## config.mk

```make
export PLATFORM = sky130hd
export DESIGN_NAME = motion_alarm_controller
export DESIGN_NICKNAME = d
export VERILOG_FILES = /design/src/hdl/mac_pkg.sv /design/src/hdl/mac_core.sv /design/src/hdl/motion_alarm_controller.sv
export SDC_FILE = /design/constraint.sdc
export NUM_CORES = 1
export LEC_CHECK = 0
export BUFFER_PORTS_ARGS = -buffer_cell sky130_fd_sc_hd__clkbuf_2
export CORE_ASPECT_RATIO = 0.75
export CORE_MARGIN = 5
export CORE_UTILIZATION = 30
export CTS_BUF_LIST = sky130_fd_sc_hd__clkbuf_4 sky130_fd_sc_hd__clkbuf_8
export DETAILED_ROUTE_END_ITERATION = 7
export PLACE_DENSITY_LB_ADDON = 0.2
export SYNTH_ARGS = -nofsm -noshare
export SYNTH_HDL_FRONTEND = slang
export SYNTH_HIERARCHICAL = 1
export SYNTH_SLANG_ARGS = --single-unit
```

## constraint.sdc

```tcl
create_clock -name clock -period 7 [get_ports clock]
set_input_delay 1.4 -clock clock [delete_from_list [all_inputs] [get_ports clock]]
set_output_delay 1.4 -clock clock [all_outputs]
set_load 0.01 [all_outputs]
```

## src/hdl/mac_pkg.sv

```systemverilog
package mac_pkg;

   // supply classes, in millivolts
   localparam logic [12:0] MV_CHARGING = 13'd4000;
   localparam logic [12:0] MV_FULL     = 13'd3700;
   localparam logic [12:0] MV_HALF     = 13'd3500;

   localparam logic [8:0]  TILT_THRESHOLD_RESET = 9'd20;
   localparam logic [10:0] RATE_THRESHOLD_RESET = 11'd50;

   localparam int unsigned CSR_DATA_W = 11;
   localparam logic CSR_TILT_THRESHOLD = 1'b0;
   localparam logic CSR_RATE_THRESHOLD = 1'b1;

   localparam logic [7:0] WAKE_COUNT_MAX = 8'd255;

   localparam logic [1:0] POWER_EXTERNAL = 2'd0;
   localparam logic [1:0] POWER_FULL     = 2'd1;
   localparam logic [1:0] POWER_HALF     = 2'd2;
   localparam logic [1:0] POWER_LOW      = 2'd3;

   localparam logic [2:0] LED_OFF    = 3'd0;
   localparam logic [2:0] LED_RED    = 3'd1;
   localparam logic [2:0] LED_GREEN  = 3'd2;
   localparam logic [2:0] LED_BLUE   = 3'd3;
   localparam logic [2:0] LED_YELLOW = 3'd4;
   localparam logic [2:0] LED_VIOLET = 3'd5;
   localparam logic [2:0] LED_NAVY   = 3'd6;

   localparam logic [1:0] TONE_OFF    = 2'd0;
   localparam logic [1:0] TONE_HORN   = 2'd1;
   localparam logic [1:0] TONE_CHIRP  = 2'd2;
   localparam logic [1:0] TONE_MELODY = 2'd3;

   localparam logic [1:0] ALERT_CLEAR  = 2'd0;
   localparam logic [1:0] ALERT_MOTION = 2'd1;
   localparam logic [1:0] ALERT_TAMPER = 2'd2;

   localparam logic [1:0] WAKE_NONE = 2'd0;
   localparam logic [1:0] WAKE_1S   = 2'd1;
   localparam logic [1:0] WAKE_4S   = 2'd2;

   localparam int unsigned REQ_DATA_W = 80;
   localparam int unsigned RSP_DATA_W = 16;

   typedef struct packed {
      logic               mode_switch;
      logic               horn_button;
      logic               short_button;
      logic               long_button;
      logic [12:0]        supply_mv;
      logic signed [8:0]  tilt_x;
      logic signed [8:0]  tilt_y;
      logic signed [8:0]  tilt_z;
      logic signed [11:0] rate_x;
      logic signed [11:0] rate_y;
      logic signed [11:0] rate_z;
   } req_type;

   typedef struct packed {
      logic [1:0] power_status;
      logic [2:0] led_color;
      logic [1:0] sound_select;
      logic [1:0] alarm_status;
      logic       sensors_powered;
      logic       sleep_request;
      logic [1:0] wake_timer;
   } rsp_type;

endpackage

```

## src/hdl/mac_core.sv

```systemverilog
module mac_core import mac_pkg::*; #(
   parameter int unsigned MAX_WAKEUPS = 10
) (
   input  logic        clock,
   input  logic        reset,
   input  logic        fire,
   input  req_type     item,
   input  logic [8:0]  tilt_threshold,
   input  logic [10:0] rate_threshold,
   output rsp_type     result
);

   function automatic logic [9:0] tilt_mag(input logic signed [8:0] a,
                                           input logic signed [8:0] b);
      logic signed [9:0] d;
      d = 10'(a) - 10'(b);
      return d[9] ? 10'(-d) : 10'(d);
   endfunction

   function automatic logic [11:0] rate_mag(input logic signed [11:0] r);
      return r[11] ? 12'(-r) : 12'(r);
   endfunction

   logic              security_mode_ff, security_mode_in;
   logic              baseline_valid_ff, baseline_valid_in;
   logic [1:0]        alarm_state_ff, alarm_state_in;
   logic [7:0]        wake_count_ff, wake_count_in;
   logic signed [8:0] base_x_ff, base_x_in;
   logic signed [8:0] base_y_ff, base_y_in;
   logic signed [8:0] base_z_ff, base_z_in;
   logic [2:0]        led_hold_ff, led_hold_in;
   logic [3:0]        last_inputs_ff, last_inputs_in;

   logic [3:0] changed;
   logic [7:0] wc;
   logic [1:0] power;
   logic [2:0] color;
   logic [1:0] sound;
   logic       sleep;
   logic [1:0] timer;
   logic       capture;
   logic       tilt_hit;
   logic       rate_hit;

   always_comb begin
      last_inputs_in = {item.long_button, item.short_button, item.horn_button,
                        item.mode_switch};
      changed = last_inputs_in ^ last_inputs_ff;

      // buttons only count while the previous pass was in drive mode
      wc = wake_count_ff;
      if (changed[0] || ((|changed[3:1]) && !security_mode_ff)) begin
         wc = '0;
      end

      if (item.supply_mv >= MV_CHARGING) begin
         power = POWER_EXTERNAL;
         color = LED_VIOLET;
         wc    = '0;
      end else if (item.supply_mv > MV_FULL) begin
         power = POWER_FULL;
         color = LED_GREEN;
      end else if (item.supply_mv > MV_HALF) begin
         power = POWER_HALF;
         color = LED_BLUE;
      end else begin
         power = POWER_LOW;
         color = LED_RED;
      end

      security_mode_in  = security_mode_ff;
      baseline_valid_in = baseline_valid_ff;
      alarm_state_in    = alarm_state_ff;
      base_x_in         = base_x_ff;
      base_y_in         = base_y_ff;
      base_z_in         = base_z_ff;
      led_hold_in       = led_hold_ff;
      sound             = TONE_OFF;
      sleep             = 1'b0;
      timer             = WAKE_NONE;
      wake_count_in     = wc;
      capture           = 1'b0;
      tilt_hit          = 1'b0;
      rate_hit          = 1'b0;

      if (!item.mode_switch) begin
         if (security_mode_ff) begin
            baseline_valid_in = 1'b0;
         end
         security_mode_in = 1'b0;
         if (item.horn_button) begin
            sound = TONE_HORN;
         end else if (item.short_button) begin
            sound = TONE_CHIRP;
         end else if (item.long_button) begin
            sound = TONE_MELODY;
         end
         if (sound == TONE_OFF) begin
            led_hold_in = color;
            if (power != POWER_EXTERNAL) begin
               sleep = 1'b1;
               timer = (wc < 8'(MAX_WAKEUPS)) ? WAKE_4S : WAKE_NONE;
               if (wc != WAKE_COUNT_MAX) begin
                  wake_count_in = wc + 8'd1;
               end
            end
         end
      end else begin
         // new baseline on arming or right after a siren
         capture = !security_mode_ff || (alarm_state_ff == ALERT_TAMPER);
         if (capture) begin
            base_x_in         = item.tilt_x;
            base_y_in         = item.tilt_y;
            base_z_in         = item.tilt_z;
            baseline_valid_in = 1'b1;
         end
         security_mode_in = 1'b1;
         led_hold_in      = LED_NAVY;
         alarm_state_in   = ALERT_CLEAR;
         tilt_hit = (tilt_mag(base_x_in, item.tilt_x) > {1'b0, tilt_threshold})
                 || (tilt_mag(base_y_in, item.tilt_y) > {1'b0, tilt_threshold})
                 || (tilt_mag(base_z_in, item.tilt_z) > {1'b0, tilt_threshold});
         rate_hit = (rate_mag(item.rate_x) > {1'b0, rate_threshold})
                 || (rate_mag(item.rate_y) > {1'b0, rate_threshold})
                 || (rate_mag(item.rate_z) > {1'b0, rate_threshold});
         if (baseline_valid_in) begin
            if (tilt_hit) begin
               alarm_state_in = ALERT_TAMPER;
               led_hold_in    = LED_RED;
            end else if (rate_hit) begin
               alarm_state_in = ALERT_MOTION;
               led_hold_in    = LED_YELLOW;
            end
         end
         if (alarm_state_in == ALERT_CLEAR && power != POWER_EXTERNAL) begin
            sleep = 1'b1;
            timer = WAKE_1S;
            if (wc != WAKE_COUNT_MAX) begin
               wake_count_in = wc + 8'd1;
            end
         end
      end

      result.power_status    = power;
      result.led_color       = led_hold_in;
      result.sound_select    = sound;
      result.alarm_status    = alarm_state_in;
      result.sensors_powered = security_mode_in;
      result.sleep_request   = sleep;
      result.wake_timer      = timer;
   end

   always_ff @(posedge clock) begin
      if (reset) begin
         security_mode_ff  <= 1'b0;
         baseline_valid_ff <= 1'b0;
         alarm_state_ff    <= ALERT_CLEAR;
         wake_count_ff     <= '0;
         base_x_ff         <= '0;
         base_y_ff         <= '0;
         base_z_ff         <= '0;
         led_hold_ff       <= LED_OFF;
         last_inputs_ff    <= '0;
      end else if (fire) begin
         security_mode_ff  <= security_mode_in;
         baseline_valid_ff <= baseline_valid_in;
         alarm_state_ff    <= alarm_state_in;
         wake_count_ff     <= wake_count_in;
         base_x_ff         <= base_x_in;
         base_y_ff         <= base_y_in;
         base_z_ff         <= base_z_in;
         led_hold_ff       <= led_hold_in;
         last_inputs_ff    <= last_inputs_in;
      end
   end

endmodule

```

## src/hdl/motion_alarm_controller.sv

```systemverilog
// Channel   Direction  Handshake                 Payload
// req_      in         req_tvalid / req_tready   req_tdata  : one pass of the alarm loop
// rsp_      out        rsp_tvalid / rsp_tready   rsp_tdata  : one result per item
// csr_      in         csr_we                    csr_index, csr_wdata : thresholds
//
// One item per cycle sustained while rsp_ is ready; each item passes the input
// register, then the alarm logic feeding a two-entry result queue.
// The queue decouples the sides: req_tready depends only on local registers.
// Reset is synchronous and returns thresholds and alarm state to defaults.
// A stalled rsp_ side fills the queue, then the input register, then holds req_.
module motion_alarm_controller import mac_pkg::*; #(
   parameter int unsigned MAX_WAKEUPS = 10
) (
   input  logic                  clock,
   input  logic                  reset,
   input  logic                  req_tvalid,
   output logic                  req_tready,
   // mode_switch, horn_button, short_button, long_button, supply_mv,
   // tilt_x, tilt_y, tilt_z, rate_x, rate_y, rate_z
   input  logic [REQ_DATA_W-1:0] req_tdata,
   output logic                  rsp_tvalid,
   input  logic                  rsp_tready,
   // power_status, led_color, sound_select, alarm_status, sensors_powered,
   // sleep_request, wake_timer, zero fill
   output logic [RSP_DATA_W-1:0] rsp_tdata,
   input  logic                  csr_we,
   input  logic                  csr_index,
   input  logic [CSR_DATA_W-1:0] csr_wdata
);

   logic [8:0]  tilt_threshold_ff;
   logic [10:0] rate_threshold_ff;

   req_type item_in;
   req_type item_ff;
   logic    item_valid_ff;

   rsp_type result;
   rsp_type head_ff, head_in;
   rsp_type tail_ff, tail_in;
   logic    head_valid_ff, head_valid_in;
   logic    tail_valid_ff, tail_valid_in;

   logic fire;
   logic pop;

   always_comb begin
      item_in.mode_switch  = req_tdata[0];
      item_in.horn_button  = req_tdata[1];
      item_in.short_button = req_tdata[2];
      item_in.long_button  = req_tdata[3];
      item_in.supply_mv    = req_tdata[16:4];
      item_in.tilt_x       = req_tdata[25:17];
      item_in.tilt_y       = req_tdata[34:26];
      item_in.tilt_z       = req_tdata[43:35];
      item_in.rate_x       = req_tdata[55:44];
      item_in.rate_y       = req_tdata[67:56];
      item_in.rate_z       = req_tdata[79:68];
   end

   // queue has room unless both entries are full
   assign fire       = item_valid_ff && !tail_valid_ff;
   assign req_tready = !item_valid_ff || fire;
   assign pop        = head_valid_ff && rsp_tready;

   mac_core #(
      .MAX_WAKEUPS (MAX_WAKEUPS)
   ) u_core (
      .clock          (clock),
      .reset          (reset),
      .fire           (fire),
      .item           (item_ff),
      .tilt_threshold (tilt_threshold_ff),
      .rate_threshold (rate_threshold_ff),
      .result         (result)
   );

   always_comb begin
      head_in       = head_ff;
      tail_in       = tail_ff;
      head_valid_in = head_valid_ff;
      tail_valid_in = tail_valid_ff;
      if (pop) begin
         head_in       = tail_ff;
         head_valid_in = tail_valid_ff;
         tail_valid_in = 1'b0;
      end
      if (fire) begin
         if (!head_valid_in) begin
            head_in       = result;
            head_valid_in = 1'b1;
         end else begin
            tail_in       = result;
            tail_valid_in = 1'b1;
         end
      end
   end

   always_ff @(posedge clock) begin
      if (reset) begin
         item_valid_ff     <= 1'b0;
         head_valid_ff     <= 1'b0;
         tail_valid_ff     <= 1'b0;
         tilt_threshold_ff <= TILT_THRESHOLD_RESET;
         rate_threshold_ff <= RATE_THRESHOLD_RESET;
      end else begin
         if (req_tready) begin
            item_valid_ff <= req_tvalid;
         end
         head_valid_ff <= head_valid_in;
         tail_valid_ff <= tail_valid_in;
         if (csr_we) begin
            case (csr_index)
               CSR_TILT_THRESHOLD: tilt_threshold_ff <= csr_wdata[8:0];
               CSR_RATE_THRESHOLD: rate_threshold_ff <= csr_wdata[10:0];
               default: ;
            endcase
         end
      end
   end

   always_ff @(posedge clock) begin
      if (req_tready && req_tvalid) begin
         item_ff <= item_in;
      end
      head_ff <= head_in;
      tail_ff <= tail_in;
   end

   assign rsp_tvalid = head_valid_ff;
   assign rsp_tdata  = {3'b000, head_ff.wake_timer, head_ff.sleep_request,
                        head_ff.sensors_powered, head_ff.alarm_status,
                        head_ff.sound_select, head_ff.led_color,
                        head_ff.power_status};

endmodule

```

==> results.md <==
- DR pass1 iterations: 5
- Buf+Inv Stages, Crit Path: 2
- Peak VDD IR: 126 uV
- CTS clk-pin slew, worst paths: 110 ps
- Pwr Density: 224 nW/um2
- Reg-to-reg slack, setup: 840 ps
- End-of-flow core utilization: 34.3%
- Met1 usage: 20.6%
- Cell Area, Synth: 10,800 um2
- CP max FO: 30
- Slowest-stage cell, CP: a21oi_1
- Number of flops mapped to enable cells by yosys: 93
- Inst Count DP: 1,676
- Final cell count without fillers: 1,708
- Element type at the critical path end: register
- Worst endpoint required time: 7460 ps
- Fmax: 162 MHz
- Clk root buf: clkbuf_8
- Area delta synth->final: 13.3%
- Post CTS Setup Buffer Count: 0
- Worst Tran Pin Value: 1080 ps
- Count leader, synth: nor2_1
- Total grt overflow: 0
- CP arrival: 6620 ps
- PostCTS Resize Cnt: 0
- CTS sink cnt: 174
- Unique masters post-synth: 76
- Synth area leaders: edfxtp_1, dfxtp_1, ha_1, nor2_1, xnor2_1
- Via count: 8,300
- Setup_tns: 0 ps
- Unrepaired setup endpoints after global routing: no
- Relative slew slack: 27.5%
- TritonCTS buffer count: 17
- Std-Cell Rows: 60
- Post-Syn Instances: 1,130
- Layout cells sized above 1: 17.5%
- YS warnings: 6
- Die Ht: 175 um
- Largest area contributor in the netlist: edfxtp_1
- TritonCTS clock tree: built
- Post-synthesis sequential area ratio: 40.7%
- Max_cap viols: 0
- Routed Antenna Nets: 0
- Startpoint type of the worst setup path: register
- Hold Vio Cnt, Final: 0
- Critical path's top delay family: compound AO/OA/AOI/OAI gates
- Final period util: 88.0%
- Initial antenna violation count: 0
- Setup Skew: 21.3 ps
- I/O pins: 115
- Final Net Count: 1,428
- Clock tree buffer depth: 2
- Critical path type: reg -> reg
- Post-route cell area: 12,300 um2
- H-tree levels: 4
- Hpwl dp: 20,500 um
- Met2 Use GR: 20.3%
- Async S/R FF share, synth: 0%
- Synth Flop Type: edfxtp_1
- Final setup viols: 0
- Routed vias/inst: 4.86
- Min Clock Period, post-route: 6160 ps
- # hold bufs at CTS: 0
- Initial Util: 30.3%
- Met3 GRT Util: 2.76%
- Final WL: 27,000 um
- Die area: 40,100 um2
- Pin count of the biggest net entering global routing: 67
- First-pass GRT wire length: 44,300 um
- DP Area: 11,900 um2
- Max incr delay on CP: 560 ps
- Synthesized flop and latch total: 174
- # DRC: 0
- Gpl congestion: 0.867
- Final Slew Violations: 0
- Die width: 230 um
- Synth cell count leaders: nor2_1, ha_1, nand2_1, edfxtp_1, dfxtp_1
- Vias in the first global route: 8,197
- Top cell type's share of synthesized area: 25.8%
- Core area: 35,800 um2
- Most used routing layer: met1
- Initial DRC Count: 538
- Fillers: 3,655
- GRT Util Overall: 13.7%
- # diodes: 0
- Crit path cell chain: inv_1, o21ai_2, buf_4, mux2_2, ha_1, a21o_1, a31oi_1, nand2_1, a21o_1, a21oi_1, o21ai_0, xnor2_1, ha_1, a211oi_1, nor2_1, o41ai_1, o311ai_0, a41oi_1, a31oi_2, and2_1, nor3_1, mux2_4
- Status: finished, final reports clean
- Clock Latency Late Sink: 500 ps
- Buffers added on ports: 111
- Average routed wire per standard cell: 15.8 um
- Hold Crit Class: reg -> reg
- Avg Cell Area, Syn: 9.59 um2
- P_leak: 5.03 nW
==> power breakdown <==
| group | switching (W) | internal, W | total [W] |
|---|---|---|---|
| Combinational | 0.000442 | 0.000368 | 0.000810 |
| Clock | 0.000436 | 0.000312 | 0.000747 |
| Sequential | 0.0000485 | 0.00115 | 0.00120 |
| Total | 0.000926 | 0.00183 | 0.00275 |
==> registers in the layout, indices dropped and copies added, names as in the netlist <==
signal,flops
u_core/base_z_ff,9
item_valid_ff,1
u_core/alarm_state_ff,2
u_core/base_y_ff,9
u_core/last_inputs_ff,4
u_core/led_hold_ff,3
rate_threshold_ff,11
u_core/baseline_valid_ff,1
u_core/wake_count_ff,8
tilt_threshold_ff,9
rsp_tvalid,1
tail_ff,13
u_core/base_x_ff,9
rsp_tdata,13
item_ff,80
tail_valid_ff,1
==> cell usage in the layout (no fill, tap or decap), types with 20 or more instances in the layout <==
cell type,count
ha_1,98
nand2_1,98
clkbuf_2,111
a211oi_1,22
a21oi_1,64
dfxtp_1,81
edfxtp_1,93
mux2_4,20
xnor2_1,52
nor2_1,124
mux2_2,25
nor3_1,33
inv_1,72
o21ai_0,50
==> worst paths after layout <==
path | from | depth (start not counted) | to
max | u_core/alarm_state_ff[1] | 22 | rsp_tdata[10]
min | tilt_threshold_ff[5] | 2 | tilt_threshold_ff[5]
max reg2reg | u_core/alarm_state_ff[1] | 22 | rsp_tdata[10]
min reg2reg | tilt_threshold_ff[5] | 2 | tilt_threshold_ff[5]
==> tightest hold or removal path, stage by stage (launching register included) <==
cell and delay, ps:
dfxtp_1 320, nand2_1 50, a21oi_1 50
==> stage by stage <==
stage / total power [W] / hold slack [ps] / setup WS, ps
after floorplan: 0.00181 / 436 / 1350
after global routing: 0.00296 / 487 / 251
final: 0.00275 / 460 / 838
after global placement: 0.00201 / 441 / 1050
after detailed placement: 0.00203 / 447 / 926
after CTS: 0.00280 / 463 / 883
==> layout make-up <==
cell class / count / area (um2) / share of cell area, %
inverters: 75 / 282 / 2.29
well taps: 465 / 582 / 4.74
flip-flops and latches: 174 / 4410 / 35.9
repair buffers: 118 / 608 / 4.95
clock buffers: 18 / 248 / 2.02
multi-input cells: 844 / 5990 / 48.7
clock inverters: 14 / 160 / 1.30
==> cells by family (layout without fill, tap and decap cells) <==
family          Yosys count  count (layout)  synth area share (%)
buf+inv                 114             225                  4.22
simple gates            378             378                  16.7
xor+xnor                 64              64                  5.17
flops                   174             174                  40.7
other cells               1               3                0.0346
compound gates          237             237                  14.4
fa+ha+maj               101             101                  11.9
mux                      61              61                  6.87
==> per-layer routing <==
metal,part of all wire (%),up-vias
met3,3.7,19
met4,1.0,0
met1,54,3848
li1,-,4280
met2,41,153
met5,0,-
Note: power is estimated with default switching activity, not from simulation.
